**src/hdl/fefc_pkg.sv**
```systemverilog
`timescale 1ns / 1ps

package fefc_pkg;

    localparam int TAPS           = 17;
    localparam int SAMPLE_BITS    = 10;
    localparam int COEF_BITS      = 16;
    localparam int OUT_SHIFT      = 17;
    localparam int DAC_BITS       = 8;
    localparam int OP_BITS        = 2;
    localparam int SAMPLE_IN_BITS = 10;
    localparam int SEL_IDX_BITS   = 5;
    localparam int SEL_VAL_BITS   = 16;

    localparam int IDX_W  = $clog2(TAPS);
    localparam int CNT_W  = $clog2(TAPS + 1);
    localparam int PROD_W = SAMPLE_BITS + COEF_BITS + 1;
    localparam int SUM_W  = PROD_W + $clog2(TAPS);
    localparam int ACC_W  = (SUM_W > OUT_SHIFT + DAC_BITS) ? SUM_W : OUT_SHIFT + DAC_BITS;

    localparam int DEFAULT_COUNT = 17;
    localparam int DEFAULT_COEFS [DEFAULT_COUNT] = '{
        -248, 665, 940, -190, -2027, -1580, 3123, 9688, 12808,
        9688, 3123, -1580, -2027, -190, 940, 665, -248
    };

    typedef logic [IDX_W-1:0]         t_idx;
    typedef logic [CNT_W-1:0]         t_cnt;
    typedef logic [COEF_BITS-1:0]     t_coef;
    typedef logic [SAMPLE_BITS-1:0]   t_sample;
    typedef logic signed [PROD_W-1:0] t_prod;
    typedef logic signed [ACC_W-1:0]  t_acc;

    typedef enum logic [OP_BITS-1:0] {
        OP_SAMPLE = 2'd0,
        OP_SELECT = 2'd1,
        OP_INC    = 2'd2,
        OP_DEC    = 2'd3
    } t_op;

    typedef struct packed {
        logic clear;
        logic valid;
    } t_mac_ctl;

    function automatic t_coef default_coef(input t_idx idx);
        logic [31:0] w;
        w = '0;
        if (32'(idx) < DEFAULT_COUNT) begin
            w = 32'(DEFAULT_COEFS[idx]);
        end
        return w[COEF_BITS-1:0];
    endfunction

    function automatic t_idx idx_next(input t_idx idx);
        return (idx == IDX_W'(TAPS - 1)) ? '0 : idx + IDX_W'(1);
    endfunction

    function automatic t_idx idx_prev(input t_idx idx);
        return (idx == '0) ? IDX_W'(TAPS - 1) : idx - IDX_W'(1);
    endfunction

    function automatic t_sample to_sample(input logic [SAMPLE_IN_BITS-1:0] s);
        logic [31:0] w;
        w = 32'(s);
        return w[SAMPLE_BITS-1:0];
    endfunction

    function automatic logic [SEL_VAL_BITS-1:0] to_sel_value(input t_coef c);
        logic [31:0] w;
        w = 32'(c);
        return w[SEL_VAL_BITS-1:0];
    endfunction

    function automatic logic [SEL_IDX_BITS-1:0] to_sel_index(input t_idx idx);
        logic [31:0] w;
        w = 32'(idx);
        return w[SEL_IDX_BITS-1:0];
    endfunction

endpackage

```
**src/hdl/fefc_mac.sv**
```systemverilog
`timescale 1ns / 1ps

module fefc_mac (
    input  logic                i_clk,
    input  logic                i_rst_n,
    input  fefc_pkg::t_mac_ctl  i_ctl,
    input  fefc_pkg::t_coef     i_coef,
    input  fefc_pkg::t_sample   i_sample,
    output fefc_pkg::t_acc      o_acc,
    output logic                o_busy
);

    fefc_pkg::t_prod r_prod;
    logic            r_prod_vld;
    fefc_pkg::t_acc  r_acc;
    fefc_pkg::t_prod n_prod;

    assign n_prod = fefc_pkg::PROD_W'(signed'(i_coef))
                  * fefc_pkg::PROD_W'(signed'({1'b0, i_sample}));

    always_ff @(posedge i_clk) begin
        if (!i_rst_n) begin
            r_prod_vld <= 1'b0;
            r_acc      <= '0;
        end else begin
            r_prod_vld <= i_ctl.valid;
            if (i_ctl.clear) begin
                r_acc <= '0;
            end else if (r_prod_vld) begin
                r_acc <= r_acc + fefc_pkg::ACC_W'(r_prod);
            end
        end
    end

    always_ff @(posedge i_clk) begin
        if (i_ctl.valid) begin
            r_prod <= n_prod;
        end
    end

    assign o_acc  = r_acc;
    assign o_busy = r_prod_vld;

endmodule

```
**src/hdl/fir_filter_editable_coefficients_top.sv**
```systemverilog
`timescale 1ns / 1ps

// 17-tap FIR filter with coefficients edited at run time. Items are taken one
// at a time. A sample item writes the ring and then runs one shared multiplier
// over the taps, one tap per cycle from the coefficient and sample memories,
// and no new item is accepted until the last one is done. A finished result
// sits in the output register while the next item is accepted and waits
// only if that register is still full. Every item returns the last DAC
// code, the selected coefficient index and its current value.
module fir_filter_editable_coefficients_top (
    input  logic                                     i_clk,
    input  logic                                     i_rst_n,
    input  logic                                     i_valid,
    output logic                                     o_ready,
    input  logic [fefc_pkg::OP_BITS-1:0]             i_operation,
    input  logic [fefc_pkg::SAMPLE_IN_BITS-1:0]      i_sample_in,
    output logic                                     o_valid,
    input  logic                                     i_ready,
    output logic [fefc_pkg::DAC_BITS-1:0]            o_dac_code,
    output logic [fefc_pkg::SEL_IDX_BITS-1:0]        o_selected_index,
    output logic signed [fefc_pkg::SEL_VAL_BITS-1:0] o_selected_value
);

    typedef enum logic [1:0] {
        S_IDLE,
        S_MAC,
        S_SEL_RD,
        S_SEL_WAIT
    } t_state;

    t_state                             r_state;
    fefc_pkg::t_op                      r_op;
    fefc_pkg::t_idx                     r_wp;
    fefc_pkg::t_idx                     r_edit;
    fefc_pkg::t_idx                     r_ridx;
    fefc_pkg::t_cnt                     r_tap;
    logic [fefc_pkg::DAC_BITS-1:0]      r_last_dac;
    logic                               r_rd_vld;

    logic                               r_out_valid;
    logic [fefc_pkg::DAC_BITS-1:0]      r_out_dac;
    logic [fefc_pkg::SEL_IDX_BITS-1:0]  r_out_idx;
    logic [fefc_pkg::SEL_VAL_BITS-1:0]  r_out_val;

    fefc_pkg::t_coef                    r_coef_mem [fefc_pkg::TAPS];
    logic [fefc_pkg::TAPS-1:0]          r_coef_vld;
    fefc_pkg::t_coef                    r_coef_rd;
    fefc_pkg::t_coef                    r_coef_dflt;
    logic                               r_coef_rd_ok;

    fefc_pkg::t_sample                  r_ring_mem [fefc_pkg::TAPS];
    logic [fefc_pkg::TAPS-1:0]          r_ring_vld;
    fefc_pkg::t_sample                  r_ring_rd;
    logic                               r_ring_rd_ok;

    logic                               accept;
    logic                               issue;
    logic                               out_free;
    logic                               out_load;
    logic                               coef_re;
    logic                               coef_we;
    fefc_pkg::t_idx                     coef_raddr;
    logic                               ring_we;
    fefc_pkg::t_coef                    coef_eff;
    fefc_pkg::t_sample                  ring_eff;
    fefc_pkg::t_coef                    n_coef;
    logic [fefc_pkg::DAC_BITS-1:0]      n_dac;
    fefc_pkg::t_mac_ctl                 mac_ctl;
    fefc_pkg::t_acc                     mac_acc;
    logic                               mac_busy;

    assign o_ready  = (r_state == S_IDLE);
    assign accept   = i_valid && o_ready;
    assign out_free = !r_out_valid || i_ready;
    assign out_load = (r_state == S_SEL_WAIT) && out_free;
    assign issue    = (r_state == S_MAC) && (r_tap != fefc_pkg::CNT_W'(fefc_pkg::TAPS));

    assign coef_re    = issue || (r_state == S_SEL_RD);
    assign coef_raddr = issue ? r_tap[fefc_pkg::IDX_W-1:0] : r_edit;
    assign coef_we    = (r_state == S_SEL_WAIT) && out_free
                     && ((r_op == fefc_pkg::OP_INC) || (r_op == fefc_pkg::OP_DEC));
    assign ring_we    = accept && (fefc_pkg::t_op'(i_operation) == fefc_pkg::OP_SAMPLE);

    assign coef_eff = r_coef_rd_ok ? r_coef_rd : r_coef_dflt;
    assign ring_eff = r_ring_rd_ok ? r_ring_rd : '0;

    always_comb begin
        unique case (r_op)
            fefc_pkg::OP_INC: n_coef = coef_eff + fefc_pkg::COEF_BITS'(1);
            fefc_pkg::OP_DEC: n_coef = coef_eff - fefc_pkg::COEF_BITS'(1);
            default:          n_coef = coef_eff;
        endcase
    end

    assign n_dac = mac_acc[fefc_pkg::OUT_SHIFT +: fefc_pkg::DAC_BITS]
                 - fefc_pkg::DAC_BITS'(1);

    assign mac_ctl.clear = ring_we;
    assign mac_ctl.valid = r_rd_vld;

    fefc_mac u_mac (
        .i_clk    (i_clk),
        .i_rst_n  (i_rst_n),
        .i_ctl    (mac_ctl),
        .i_coef   (coef_eff),
        .i_sample (ring_eff),
        .o_acc    (mac_acc),
        .o_busy   (mac_busy)
    );

    // coefficient memory; unwritten entries read as the default table
    always_ff @(posedge i_clk) begin
        if (coef_we) begin
            r_coef_mem[r_edit] <= n_coef;
        end
        if (coef_re) begin
            r_coef_rd   <= r_coef_mem[coef_raddr];
            r_coef_dflt <= fefc_pkg::default_coef(coef_raddr);
        end
    end

    // sample ring; unwritten entries read as zero
    always_ff @(posedge i_clk) begin
        if (ring_we) begin
            r_ring_mem[r_wp] <= fefc_pkg::to_sample(i_sample_in);
        end
        if (issue) begin
            r_ring_rd <= r_ring_mem[r_ridx];
        end
    end

    always_ff @(posedge i_clk) begin
        if (!i_rst_n) begin
            r_coef_vld   <= '0;
            r_coef_rd_ok <= 1'b0;
            r_ring_vld   <= '0;
            r_ring_rd_ok <= 1'b0;
            r_rd_vld     <= 1'b0;
        end else begin
            r_rd_vld <= issue;
            if (coef_we) begin
                r_coef_vld[r_edit] <= 1'b1;
            end
            if (coef_re) begin
                r_coef_rd_ok <= r_coef_vld[coef_raddr];
            end
            if (ring_we) begin
                r_ring_vld[r_wp] <= 1'b1;
            end
            if (issue) begin
                r_ring_rd_ok <= r_ring_vld[r_ridx];
            end
        end
    end

    always_ff @(posedge i_clk) begin
        if (!i_rst_n) begin
            r_state     <= S_IDLE;
            r_op        <= fefc_pkg::OP_SAMPLE;
            r_wp        <= '0;
            r_edit      <= '0;
            r_ridx      <= '0;
            r_tap       <= '0;
            r_last_dac  <= '0;
            r_out_valid <= 1'b0;
            r_out_dac   <= '0;
            r_out_idx   <= '0;
            r_out_val   <= '0;
        end else begin
            if (out_load) begin
                r_out_valid <= 1'b1;
            end else if (i_ready) begin
                r_out_valid <= 1'b0;
            end
            unique case (r_state)
                S_IDLE: begin
                    if (accept) begin
                        r_op <= fefc_pkg::t_op'(i_operation);
                        if (ring_we) begin
                            r_tap   <= '0;
                            r_ridx  <= r_wp;
                            r_wp    <= fefc_pkg::idx_next(r_wp);
                            r_state <= S_MAC;
                        end else begin
                            if (fefc_pkg::t_op'(i_operation) == fefc_pkg::OP_SELECT) begin
                                r_edit <= fefc_pkg::idx_next(r_edit);
                            end
                            r_state <= S_SEL_RD;
                        end
                    end
                end
                S_MAC: begin
                    if (issue) begin
                        r_tap  <= r_tap + fefc_pkg::CNT_W'(1);
                        r_ridx <= fefc_pkg::idx_prev(r_ridx);
                    end else if (!r_rd_vld && !mac_busy) begin
                        r_last_dac <= n_dac;
                        r_state    <= S_SEL_RD;
                    end
                end
                S_SEL_RD: begin
                    r_state <= S_SEL_WAIT;
                end
                S_SEL_WAIT: begin
                    if (out_free) begin
                        r_out_dac   <= r_last_dac;
                        r_out_idx   <= fefc_pkg::to_sel_index(r_edit);
                        r_out_val   <= fefc_pkg::to_sel_value(n_coef);
                        r_state     <= S_IDLE;
                    end
                end
                default: begin
                    r_state <= S_IDLE;
                end
            endcase
        end
    end

    assign o_valid          = r_out_valid;
    assign o_dac_code       = r_out_dac;
    assign o_selected_index = r_out_idx;
    assign o_selected_value = signed'(r_out_val);

endmodule

```
**config.mk**
```make
export PLATFORM = sky130hd
export DESIGN_NAME = fir_filter_editable_coefficients_top
export DESIGN_NICKNAME = d
export VERILOG_FILES = /design/src/hdl/fefc_pkg.sv /design/src/hdl/fefc_mac.sv /design/src/hdl/fir_filter_editable_coefficients_top.sv
export SDC_FILE = /design/constraint.sdc
export NUM_CORES = 1
export LEC_CHECK = 0
export CORE_MARGIN = 8
export CORE_UTILIZATION = 58
export CTS_CLUSTER_SIZE = 25
export DETAILED_ROUTE_END_ITERATION = 16
export DONT_BUFFER_PORTS = 1
export GPL_ROUTABILITY_DRIVEN = 1
export PLACE_DENSITY_LB_ADDON = 0.05
export SYNTH_ARGS = -nofsm -noshare
export SYNTH_HDL_FRONTEND = slang
export SYNTH_SLANG_ARGS = --single-unit
```
**constraint.sdc**
```tcl
create_clock -name i_clk -period 5.85 [get_ports i_clk]
set_clock_uncertainty 0.15 [all_clocks]
set_input_delay 0.2925 -clock i_clk [delete_from_list [all_inputs] [get_ports i_clk]]
set_output_delay 0.2925 -clock i_clk [all_outputs]
set_load 0.01 [all_outputs]
```
Word-level counts from Yosys, hierarchy flattened
Memory sizes are Yosys's and may differ from the RTL's. A register that Yosys moved wholly into a read port is not among the register bits.
Cells that the tools add are included.
Word-level totals
  bits in read-only memories: 1024
  register bits: 159
  memories kept: 3
  logic and storage cells: 122
  RAM bits: 442
  output and inout bits: 31
  bits of input ports: 16
Cells by class
  reductions and logical operators: 28
  equal/unequal tests: 15
  $lt $le $gt $ge: 7
  multiply operators: 1
  mux-type cells: 35
  bitwise gates (word level): 6
  $add $sub $neg: 8
Memory list
  (no name shown): depth 32, width 32, rd ports 1, clocked after Yosys merged registers in 1, wr ports 0, line fefc_pkg.sv:50  | w = 32'(DEFAULT_COEFS[idx]);
  r_coef_mem: depth 17, width 16, rd ports 1, clocked after Yosys merged registers in 1, wr ports 1, line fir_filter_editable_coefficients_top.sv:45  | fefc_pkg::t_coef r_coef_mem [fefc_pkg::TAPS];
  r_ring_mem: depth 17, width 10, rd ports 1, clocked after Yosys merged registers in 1, wr ports 1, line fir_filter_editable_coefficients_top.sv:51  | fefc_pkg::t_sample r_ring_mem [fefc_pkg::TAPS];
Operators with widths (number)
  two-way mux 5 bit: 10
  bitwise OR 17 bit: 2
  adder 32 x 27 -> 32 bit: 1
  case mux 16 bit (2 select lines): 1
  multiplier 16 x 11 -> 27 bit: 1
  less-than comparator 5 x 6 -> 1 bit, second input constant: 4
  case mux 5 bit (2 select lines): 2
  adder 16 x 1 -> 16 bit, second input constant: 1
  two-way mux 16 bit: 1
  subtractor 16 x 1 -> 16 bit, second input constant: 1
  adder 5 x 1 -> 5 bit, second input constant: 3
  AND reduction 4 bit: 3
  binary-select mux 1 bit (select 5 bit): 2
  demux 1 bit (select 5 bit): 2
  == test 5 bit, second input constant: 2
  greater-or-equal comparator 5 x 1 -> 1 bit, second input constant: 2
  two-way mux 1 bit: 10
  two-way mux 10 bit: 1
  two-way mux 2 bit: 5
  == test 2 bit, second input constant: 4
  logical AND 1 bit: 8
  case mux 2 bit (4 select lines): 1
  subtractor 8 x 2 -> 8 bit, second input constant: 1
  != test 2 x 1 -> 1 bit, second input constant: 3
  other kinds (15): 29

Depth between registers and ports, before layout
Gate-level depths: netlist of the first run.
  depth in word-level cells: 6
  mapped depth: 23
  depth with buffers taken out: 21

Cells and area by module
A second synthesis of the first run with hierarchy kept.
Second synthesis, totals
  cells, all modules: 2683
  area, all modules: 33663.5 sq um
By module, submodules not included
  fir_filter_editable_coefficients_top: cells each 1610, times used 1, sequential area each 16485.8 sq um, area an instance 24063.1 sq um
  fefc_mac: cells each 1073, times used 1, sequential area each 1471.4 sq um, area an instance 9600.5 sq um

Least setup slack after synthesis of the first run
No wires, ideal clock.
  kind: reg2reg
  from: register r_coef_rd_ok
  to: register u_mac.r_prod[24] (data pin)
  data arrival time: 5691 ps
  setup slack: -257 ps
  cell stages (with the launch flop): 22
  setup time: 266 ps
  path through: dfxtp_1 buf_2 buf_2 mux2i_1 inv_1 nand2_1 fa_1 fa_1 inv_1 fa_1 fa_1 inv_1 fa_1 inv_1 ha_1 or2_2 a21oi_1 a211oi_1 o21ai_0 a31oi_1 mux2i_1 nand4_1
Between the ends
  cells in the longest elaborated chain, start to end: 2
RTL lines
  start, declared: line fir_filter_editable_coefficients_top.sv:49  | logic r_coef_rd_ok;
  start signal, assigned: line fir_filter_editable_coefficients_top.sv:145  | r_coef_rd_ok <= r_coef_vld[coef_raddr];
  two-way mux 16 bit: line fir_filter_editable_coefficients_top.sv:84  | assign coef_eff = r_coef_rd_ok ? r_coef_rd : r_coef_dflt;
  multiplier 16 x 11 -> 27 bit: line fefc_mac.sv:19  | * fefc_pkg::PROD_W'(signed'({1'b0, i_sample}));
  via u_mac.n_prod[24]: line fefc_mac.sv:16  | fefc_pkg::t_prod n_prod;
  end signal, assigned: line fefc_mac.sv:37  | r_prod <= n_prod;
  end, declared: line fefc_mac.sv:13  | fefc_pkg::t_prod r_prod;
The timed path passes the listed nets, and every way through them passes these cells.
A chain may end at the register's enable or synchronous reset.

Worst setup path after layout of the first run
  from: register r_coef_rd_ok
  to: register u_mac.r_prod[16] (data pin)
The elaborated chain is that of the path after synthesis.

==> results.md, run 1 <==
- Total placed instance area: 34400 um^2
- Max Fclk: about 180 MHz
- Slowest stage delay, CP: 0.54 ns
- Startpoint class of the critical path: flop
- CTS buffer count: 69
- Relative slew slack: 0.185
- Synth Flop Type: edfxtp_1
- CTS Buffer Depth: 3
- CP Cell Sequence: buf_12 -> mux2i_4 -> nor2_1 -> fa_1 -> inv_1 -> fa_1 -> inv_1 -> fa_1 -> fa_1 -> inv_1 -> fa_1 -> inv_1 -> ha_1 -> or2_2 -> a21oi_2 -> a211oi_2 -> buf_4 -> or3_1 -> a21oi_2 -> xnor2_1
- Layout net count: about 3100
- Worst path slowest cell: fa_1
- Synth Cell Area: ~33000 um^2
- Part of the Yosys area used for sequential elements: 0.541
- Mapped Cells: 2745
- GRT overflow: 0
- Max H-tree Level: 3
- Wirelength per Cell: 21.8 um
- Crit Path Max Fanout: 8
- Req. time, crit path: 6.07 ns
- CP top delay family: adder cells
- Final instance area: 37100 um^2
- Slew of the pin with the lowest slew margin: around 1.2 ns
- Antenna violations before repair: 1
- Worst EP arrival: between 5 and 6 ns
- Cell total after placement: ~3500
- Worst skew pair latency: 0.62 ns
- Share of cells above drive strength 1: 0.137
- Total power: 15.5 mW
- Max cap viols: 0
- Setup-failing EPs final: 0
- Vias in the first global route: about 21000
- DP Wirelength: 53.6 mm
- Height of the die: 254 um
- Largest net degree at the start of global routing: 72
- # rows: 87
- Clock Tree Root: clkbuf_16
- Worst-path clk slew: ~0.060 ns
- HP Class: primary input to flop
- Final Hold Viols: 0
- Post-Layout Cell Count: roughly 3700
- Vias per cell: roughly 6
- Area leader, netlist: edfxtp_1
- Final Max Tran Viols: 0
- Top cells by count, synth: edfxtp_1 (508), nand2_1 (354), nor2_1 (323)
- Count leader, synth: edfxtp_1
- Yosys cell types: 89
- Initial Utilization: 0.585
- VDD IR max: 0.316 mV
- Via count: 21600
- Iteration count of the initial detailed-routing pass: 5
- Drt initial violations: 1823
- Die W: approximately 250 um
- Final hold slack: 0.0887 ns
- Minimum clock period: 5.70 ns
- Largest cells by area after synthesis: edfxtp_1 (46%), fa_1 (8.5%), dfxtp_1 (7.6%)
- Outcome: finished clean
- Residual DRC count: 0
- I/O pins: 47
- Critical path capture point type: flop
- Async SR Flop Fraction: 0
- Antenna-violating nets left: 0
- Routed WL: roughly 80 mm
- WP buf/inv: 6
- Synth warn: 0
- PortBufs: 0
- Seq cells post-synth: between 600 and 700
- Avg Cell Area, Syn: between 10 and 15 um^2
- Share of the synthesized area in the top cell type: 0.464
- Leak Pwr: 14.4 nW
- Crit path kind: flop to flop
- PD cells: around 420 nW/um^2
- Gr usage total: 0.249
- Post-synth EDFFs: 508
- Area Overhead vs Synth: 12.9%
- Fin crit share: 0.975
- CTS tree: yes
- Clk sinks: roughly 630
- Placer congestion estimate: 0.912
- Core footprint: 56200 um^2
- Syn nets: 3020
- Die area: 64500 um^2
- First-pass GRT wire length: 123 mm
- Most frequent CP cell: fa_1
power breakdown:
| group | internal (mW) | leakage, nW | switching, mW |
|---|---|---|---|
| clock | 2.47 | 1.10 | 1.79 |
| combinational | 2.15 | 7.71 | 3.31 |
| sequential | 5.58 | 5.57 | 0.181 |
| total | 10.2 | 14.4 | 5.28 |
flip-flops by register name, summed over array words and instances (netlist names), 16 cells and up:
| register | flops |
|---|---|
| o_selected_value | 16 |
| r_coef_mem | 272 |
| r_coef_rd | 16 |
| r_coef_vld | 17 |
| r_ring_mem | 170 |
| r_ring_vld | 17 |
| u_mac.o_acc | 25 |
| u_mac.r_prod | 25 |
final timing paths:
check / from / to / slack (ns) / cells after the start
hold reg to reg: r_last_dac[1]$_SDFFE_PN0P_ / o_dac_code[1]$_SDFFE_PN0P_ / 0.30 / 2
hold / removal: i_operation[0] / r_wp[1]$_SDFFE_PN0P_ / 0.09 / 3
setup / recovery: r_coef_rd_ok$_SDFFE_PN0P_ / u_mac.r_prod[16]$_DFFE_PP_ / 0.15 / 20
setup reg to reg: r_coef_rd_ok$_SDFFE_PN0P_ / u_mac.r_prod[16]$_DFFE_PP_ / 0.15 / 20
cell usage in the layout (no fill, tap or decap), types with 52 or more instances in the layout:
cell	instances
edfxtp_1	508
nand2_1	351
nor2_1	307
inv_1	220
fa_1	137
buf_4	137
dfxtp_1	121
ha_1	118
a21oi_1	85
mux2i_1	83
clkbuf_16	74
mux4_2	57
o21ai_0	52
layout make-up:
class | count | area (um^2)
clock inverter | 33 | 278
clock buffer | 93 | 1960
timing repair buffer | 162 | 1330
inverter | 234 | 885
multi-input combinational | 1754 | 13900
fill | 4233 | 19100
tap | 756 | 946
sequential | 633 | 17800
antenna | 1 | 2.50
per-layer routing:
metal	track usage	wire length, um	up-vias
met4	0.0745	2160	0
met2	0.389	37100	763
met1	0.349	34100	10700
li1	-	-	9925
met5	0	0	-
met3	0.0566	6580	142
what timing repair did:
item	CTS	global route
resized for setup	5	37
setup buffers	0	9
endpoints found under the hold margin	216	0
hold buffers	20	0
setup endpoints to repair	2	10
pin swaps	1	21
worst reg2reg max path, cell delays in order (launching register included):
cell and delay [ns]:
dfxtp_2 0.35, buf_12 0.15, mux2i_4 0.32, nor2_1 0.11, fa_1 0.51, inv_1 0.05, fa_1 0.47, inv_1 0.05
fa_1 0.51, fa_1 0.54, inv_1 0.05, fa_1 0.53, inv_1 0.04, ha_1 0.29, or2_2 0.31, a21oi_2 0.18
a211oi_2 0.08, buf_4 0.16, or3_1 0.36, a21oi_2 0.15, xnor2_1 0.08
metrics by stage:
step / setup WS, ns / util / setup TNS [ns]
detailed placement: -0.0983 / 0.612 / -0.122
CTS: 0.00211 / 0.656 / 0
finish: 0.148 / 0.660 / 0
global placement: -0.00477 / 0.612 / -0.00477
floorplan: 0.0207 / - / 0
global route: -0.0439 / 0.660 / -0.0971
cells by family (layout without fill, tap and decap cells):
kind of cell    count (synthesis)  after routing  synth area share
simple gates                  884            884             0.117
compound gates                386            386            0.0792
fa+ha+maj                     259            259             0.130
xor+xnor                       72             72            0.0192
flops                         633            633             0.541
other cells                     0              1                 0
buf+inv                       358            522            0.0447
mux                           153            153            0.0687
Note: power is estimated with default switching activity, not from simulation.
==> run 2: changes to the inputs <==
- CORE_UTILIZATION: 58 -> 60
- SYNTH_HIERARCHICAL: default -> 1
- clock period: 5.85 -> 5.86 ns (I/O delays scaled with it)
==> run 2 against run 1 <==
  * Clock power is 3% lower
  * Worst hold slack lost 0.027 ns
  * Via count decreased by 3.6%
  * First-iteration DRC count is 11% lower
  * Largest cell class unchanged
  * Total power decreased by 13%
  * Maximum frequency down 0.45%
  * Global-route usage grew 0.64 points
  * Synthesized cell count is 6.5% lower
  * Critical path depth grew 3
  * Worst setup slack worse by 0.016 ns
  * Combinational power down 34%
==> results.md, run 2 <==
- Slew of the pin with the lowest slew margin: about 1.3 ns
- Wirelength per Cell: 23.5 um
- Filler cells: 3842
- Clk sinks: approximately 630
- PD cells: 365 nW/um^2
- Req. time, crit path: roughly 6.1 ns
- GR Layer Usage met3: 0.0490
- Largest Register: r_coef_mem
- Routed WL: 80.2 mm
- Antenna violations before repair: 2
- Via count: 20800
- HP Class: primary input to flop
- Gr usage total: 0.256
- Final Max Tran Viols: 0
- Comb pwr share: 0.267
- Iteration count of the initial detailed-routing pass: 5
- Critical path capture point type: flop
- Leading cell type in the layout, fill and taps excluded: edfxtp_1
- Synth warn: 6
- Psw: 4.14 mW
- Die W: 249 um
- Minimum clock period: around 5.7 ns
- Final instance area: 36900 um^2
- Total power: 13.5 mW
- Synth Cell Area: 32700 um^2
- Residual DRC count: 0
- Internal: 9.31 mW
- Vias in the first global route: 21200
- Crit Reg-Reg Startpoint: r_coef_rd_ok$_SDFFE_PN0P_
- Antenna-violating nets left: 0
- Share of cells above drive strength 1: 0.159
- Worst skew pair latency: 0.62 ns
- Worst R2R Setup Slack: 0.13 ns
- Sequential share of power: 0.427
- Outcome: finished clean
- Crit path kind: flop to flop
- Cell total after placement: 3253
- Setup-failing EPs final: 0
- I/O pins: between 40 and 50
- Worst R2R Path Depth: 23
- R2R Path End: u_mac/r_prod[24]$_DFFE_PP_
- Leak Pwr: 13.8 nW
- Core footprint: 53800 um^2
- Relative slew slack: 0.165
- Avg Cell Area, Syn: approximately 13 um^2
- Mapped Cells: 2566
- Fin crit share: 0.977
- Initial Utilization: 0.607
- Placer congestion estimate: 0.921
- Startpoint class of the critical path: flop
- Max reg flops: 272
- Clock Tree Root: clkbuf_16
- Drt initial violations: roughly 1600
- Switch share: 0.308
- DP Wirelength: 52.0 mm
- Max H-tree Level: 3
- CTS Buffer Depth: 3
- Final hold slack: 0.0621 ns
- PortBufs: 0
- CTS tree: yes
- Max Fclk: 175 MHz
- Final Hold Viols: 0
- Setup TNS Final: 0 ns
- HP Start: i_valid
- M1 GR Usage: 0.340
- Worst EP arrival: 5.95 ns
- Layout net count: 2940
- Height of the die: 249 um
- Total placed instance area: 34000 um^2
- Hold depth: 4
- Area Overhead vs Synth: 12.9%
- Top Usage Layer GRT: met2
- Max cap viols: 0
- Crit Path Max Fanout: 8
- CTS buffer count: 66
- VDD IR max: 0.300 mV
- Worst-path clk slew: about 0.06 ns
- Top flop regs: r_coef_mem (272), r_ring_mem (170)
- # rows: 85
- First-pass GRT wire length: between 100 and 150 mm
- Hold Path Sink: r_edit[0]$_SDFFE_PN0P_
- Vias per cell: 6.10
- Largest net degree at the start of global routing: 82
- RSZ-0062 raised after global routing: true
- Post-Layout Cell Count: around 3400
- Syn nets: 2840
- Clock power frac: 0.306
- Die area: a little over 60000 um^2
- Met2 Track Usage GR: 0.422
- GRT overflow: 0
- Most frequent cells in the layout: edfxtp_1 (508), nand2_1 (224), inv_1 (208), fa_1 (138), buf_4 (134)
-- run 2: cell count changes in the layout (fill, tap and decap cells not counted), moves of 20 or more --
| cell | before | now |
|---|---|---|
| nor2_1 | 307 | 114 |
| nand2_1 | 351 | 224 |
| and2_1 | 13 | 92 |
| a221oi_1 | 2 | 53 |
| o21a_1 | 7 | 53 |
| o21ai_0 | 52 | 94 |
| a311oi_1 | 35 | 4 |
| and3_1 | 34 | 9 |
| o21ai_1 | 35 | 15 |
-- run 2: worst max-delay path by stage --
stage / depth (start not counted) / to / slack, ns / from
floorplan: 23 / u_mac/r_prod[24]$_DFFE_PP_ / 0.01 / r_coef_rd_ok$_SDFFE_PN0P_
global placement: 22 / u_mac/r_prod[24]$_DFFE_PP_ / 0.002 / r_coef_rd_ok$_SDFFE_PN0P_
detailed placement: 22 / u_mac/r_prod[24]$_DFFE_PP_ / -0.12 / r_coef_rd_ok$_SDFFE_PN0P_
CTS: 22 / u_mac/r_prod[24]$_DFFE_PP_ / 0.001 / r_coef_rd_ok$_SDFFE_PN0P_
global route: 20 / u_mac/r_prod[24]$_DFFE_PP_ / -0.04 / r_coef_rd_ok$_SDFFE_PN0P_
finish: 23 / u_mac/r_prod[24]$_DFFE_PP_ / 0.13 / r_coef_rd_ok$_SDFFE_PN0P_
-- run 2: power by group through the flow --
stage | combinational (mW) | clock, mW | sequential (mW)
finish | 3.59 | 4.12 | 5.75
detailed placement | 3.25 | 0 | 5.82
CTS | 3.32 | 4.17 | 5.73
floorplan | 2.11 | 0 | 5.74
global route | 3.86 | 4.33 | 5.76
global placement | 3.18 | 0 | 5.82
-- run 2: cell type report --
type / instances / area [um^2] / share of cell area
Multi-Input combinational cell: 1572 / 13800 / 0.375
Tap cell: 696 / 871 / 0.0236
Antenna cell: 1 / 2.50 / 0.0000679
Clock inverter: 21 / 253 / 0.00685
Inverter: 224 / 851 / 0.0231
Clock buffer: 95 / 1850 / 0.0503
Timing Repair Buffer: 169 / 1440 / 0.0391
Sequential cell: 633 / 17800 / 0.482
-- run 2: what timing repair did --
action / 4_1_cts / 5_1_grt
cloned: 0 / 1
pin swaps: 1 / 66
hold endpoints to repair: 250 / 0
hold buffers: 21 / 0
setup endpoints to repair: 4 / 10
resized for setup: 7 / 92
setup buffers: 0 / 19
-- run 2: layer usage --
metal,part of all wire,vias to the layer above
met4,0.033,2
met1,0.42,10400
met5,0.00015,-
li1,-,9424
met2,0.48,778
met3,0.071,160
-- run 2: stage by stage --
stage	worst slack [ns]	util
final	0.132	0.685
after global routing	-0.0446	0.685
after CTS	0.00136	0.676
after detailed placement	-0.117	0.632
after global placement	0.00151	0.632
after floorplan	0.0130	-
-- run 2: worst max-delay path, cell delays in order (launching register included) --
cell,delay (ns)
dfxtp_4,0.37
buf_12,0.15
mux2i_4,0.19
inv_4,0.10
buf_6,0.13
nand2_4,0.04
fa_1,0.54
inv_2,0.04
fa_1,0.54
fa_1,0.43
fa_1,0.51
inv_2,0.04
fa_1,0.47
inv_1,0.04
ha_2,0.16
or4_4,0.53
a21oi_2,0.11
o21ai_1,0.08
a32o_2,0.26
nand2_2,0.11
a31oi_4,0.10
a41o_1,0.21
nor2_2,0.12
xnor2_1,0.07
==> run 3: changes to the inputs <==
--- a/config.mk
+++ b/config.mk
@@ -6,9 +6,9 @@
 export NUM_CORES = 1
 export LEC_CHECK = 0
+export BUFFER_PORTS_ARGS = -buffer_cell sky130_fd_sc_hd__buf_2
 export CORE_MARGIN = 8
 export CORE_UTILIZATION = 60
 export CTS_CLUSTER_SIZE = 25
 export DETAILED_ROUTE_END_ITERATION = 16
-export DONT_BUFFER_PORTS = 1
 export GPL_ROUTABILITY_DRIVEN = 1
 export PLACE_DENSITY_LB_ADDON = 0.05
--- a/constraint.sdc
+++ b/constraint.sdc
@@ -3,3 +3,3 @@
 set_input_delay 0.293 -clock i_clk [delete_from_list [all_inputs] [get_ports i_clk]]
 set_output_delay 0.293 -clock i_clk [all_outputs]
-set_load 0.01 [all_outputs]
+set_load 0.05 [all_outputs]
==> run 3 against run 2 <==
  * Combinational power about the same
  * Via count increased by 1.8%
  * Critical path depth decreased by 1
  * Total power increased by 1.5%
  * Clock power increased by 5.1%
  * Largest cell class unchanged
  * Critical endpoint unchanged
  * Count of clock-buffer cells in the layout decreased by 5
  * Highest routed layer unchanged
  * Core utilization increased by 0.35 points
  * Non-clock buffer count increased by 25
  * Die area unchanged
  * First-iteration DRC count increased by 14%
  * Global-route usage increased by 0.42 points
==> results.md, run 3 (synthesis results as in run 2) <==
- Max H-tree Level: 3
- Max reg flops: 272
- Die area: just over 60000 um^2
- Comb pwr share: 0.262
- Final instance area: 37100 um^2
- Final hold slack: 0.0327 ns
- Final Max Tran Viols: 0
- I/O pins: 47
- PD cells: 368 nW/um^2
- Worst path slowest cell: fa_1
- Sequential share of power: 0.421
- Via count: roughly 21000
- Max Fclk: 173 MHz
- Slowest stage delay, CP: 0.54 ns
- Setup TNS Final: 0 ns
- CTS Buffer Depth: 3
- Slew of the pin with the lowest slew margin: about 1.3 ns
- Relative slew slack: 0.159
- Top flop regs: r_coef_mem (272), r_ring_mem (170)
- VDD IR max: 0.233 mV
- CTS tree: yes
- Antenna violations before repair: 1
- Gr usage total: 0.260
- First-pass GRT wire length: approximately 130 mm
- Minimum clock period: 5.78 ns
- Total power: about 14 mW
- Largest net degree at the start of global routing: 62
- Initial Utilization: 0.607
- HP Class: primary input to flop
- Clock power frac: 0.317
- Clock Tree Root: clkbuf_16
- RSZ-0062 raised after global routing: true
- Wirelength per Cell: 23.6 um
- Antenna-violating nets left: 0
- Req. time, crit path: 6.07 ns
- Routed WL: 81.1 mm
- Max cap viols: 0
- # rows: 85
- Largest Register: r_coef_mem
- Drt initial violations: around 1900
- Worst EP arrival: 5.99 ns
- GRT overflow: 0
- DP Wirelength: 52.7 mm
- Leading cell type in the layout, fill and taps excluded: edfxtp_1
- Residual DRC count: 0
- Worst-path clk slew: 0.06 ns
- Switch share: 0.312
- Vias per cell: 6.15
- Share of cells above drive strength 1: 0.169
- Core footprint: 53800 um^2
- Crit path kind: flop to flop
- Ant diodes: 0
- Total placed instance area: 34200 um^2
- Setup-failing EPs final: 0
- Most frequent cells in the layout: edfxtp_1 (508), nand2_1 (232), inv_1 (208), fa_1 (140), dfxtp_1 (122)
- Leak Pwr: between 10 and 15 nW
- Placer congestion estimate: 0.889
- Startpoint class of the critical path: flop
- Die W: ~250 um
- Area Overhead vs Synth: 13.4%
- PortBufs: 46
- Clk sinks: about 630
- Outcome: finished clean
- Crit Path Max Fanout: 6
- Critical path capture point type: flop
- Psw: 4.26 mW
- Internal: 9.40 mW
- CTS buffer count: 68
- Final Hold Viols: 0
- Fin crit share: 0.987
- Most frequent CP cell: fa_1
- Layout net count: 2967
- Iteration count of the initial detailed-routing pass: 6
- Height of the die: 249 um
- CP Cell Sequence: buf_12 -> buf_8 -> mux2_4 -> nand2_2 -> fa_1 -> fa_1 -> inv_1 -> fa_1 -> fa_1 -> inv_2 -> fa_1 -> inv_1 -> ha_2 -> or4_4 -> a21oi_2 -> o21ai_1 -> a32o_2 -> nand2_2 -> a31oi_4 -> a41o_1 -> nor2_2 -> xnor2_1
- Vias in the first global route: approximately 22000
- Filler cells: 3820
- Worst skew pair latency: 0.62 ns
run 3: through the flow:
step,worst slack [ns],cells,util
4_1_cts,0.00308,3432,0.683
6_report,0.0756,3443,0.689
5_1_grt,-0.0808,3443,0.689
2_1_floorplan,0.0130,2566,-
3_3_place_gp,-0.0148,3288,0.636
3_5_place_dp,-0.120,3288,0.636
run 3: area by class of cell:
| type | instances | area [um^2] | share of cell area |
|---|---|---|---|
| Sequential cell | 633 | 17800 | 0.479 |
| Clock buffer | 90 | 1880 | 0.0506 |
| Tap cell | 696 | 871 | 0.0235 |
| Timing Repair Buffer | 194 | 1530 | 0.0412 |
| Clock inverter | 34 | 367 | 0.00989 |
| Inverter | 224 | 847 | 0.0229 |
| Multi-Input combinational cell | 1572 | 13800 | 0.373 |
run 3: worst paths after layout:
| path | from | end | slack (ns) | cells after the start |
|---|---|---|---|---|
| min | i_valid | r_op[0]$_SDFFE_PN0P_ | 0.03 | 4 |
| max reg2reg | r_coef_rd_ok$_SDFFE_PN0P_ | u_mac/r_prod[24]$_DFFE_PP_ | 0.08 | 22 |
| min reg2reg | o_dac_code[1]$_SDFFE_PN0P_ | o_dac_code[1]$_SDFFE_PN0P_ | 0.30 | 2 |
| max | r_coef_rd_ok$_SDFFE_PN0P_ | u_mac/r_prod[24]$_DFFE_PP_ | 0.08 | 22 |
run 3: metal layers:
metal | up-vias | global-route usage | routed length, um
met5 | - | 0 | 13
met4 | 2 | 0.0861 | 2300
met3 | 141 | 0.0483 | 6160
met2 | 818 | 0.430 | 39200
met1 | 10700 | 0.345 | 33400
li1 | 9487 | - | -
run 3: critical path: cells and delay by family, from the launching register on:
| kind | cells | cell delay (ns) |
|---|---|---|
| AOI/OAI and AO/OA | 5 | 0.78 |
| and+or+nand+nor | 4 | 0.79 |
| buffers and inverters | 5 | 0.42 |
| xor gates and xnor gates | 1 | 0.07 |
| muxes | 1 | 0.35 |
| adders and majority gates | 6 | 2.58 |
| DFF | 1 | 0.38 |
run 3: power groups by stage:
stage          Combinational (mW)  Clock (mW)  Sequential (mW)
3_5_place_dp                 3.33           0             5.83
4_1_cts                      3.43        4.39             5.75
2_1_floorplan                2.13           0             5.80
6_report                     3.58        4.33             5.75
5_1_grt                      3.85        4.55             5.77
3_3_place_gp                 3.25           0             5.83
run 3: what timing repair did:
item | in CTS | in global routing
gates resized for setup | 22 | 64
gates cloned | 1 | 0
pin swaps | 16 | 54
setup buffers | 3 | 11
endpoints found under the setup margin | 4 | 10
hold buffers | 16 | 0
endpoints found under the hold margin | 173 | 0
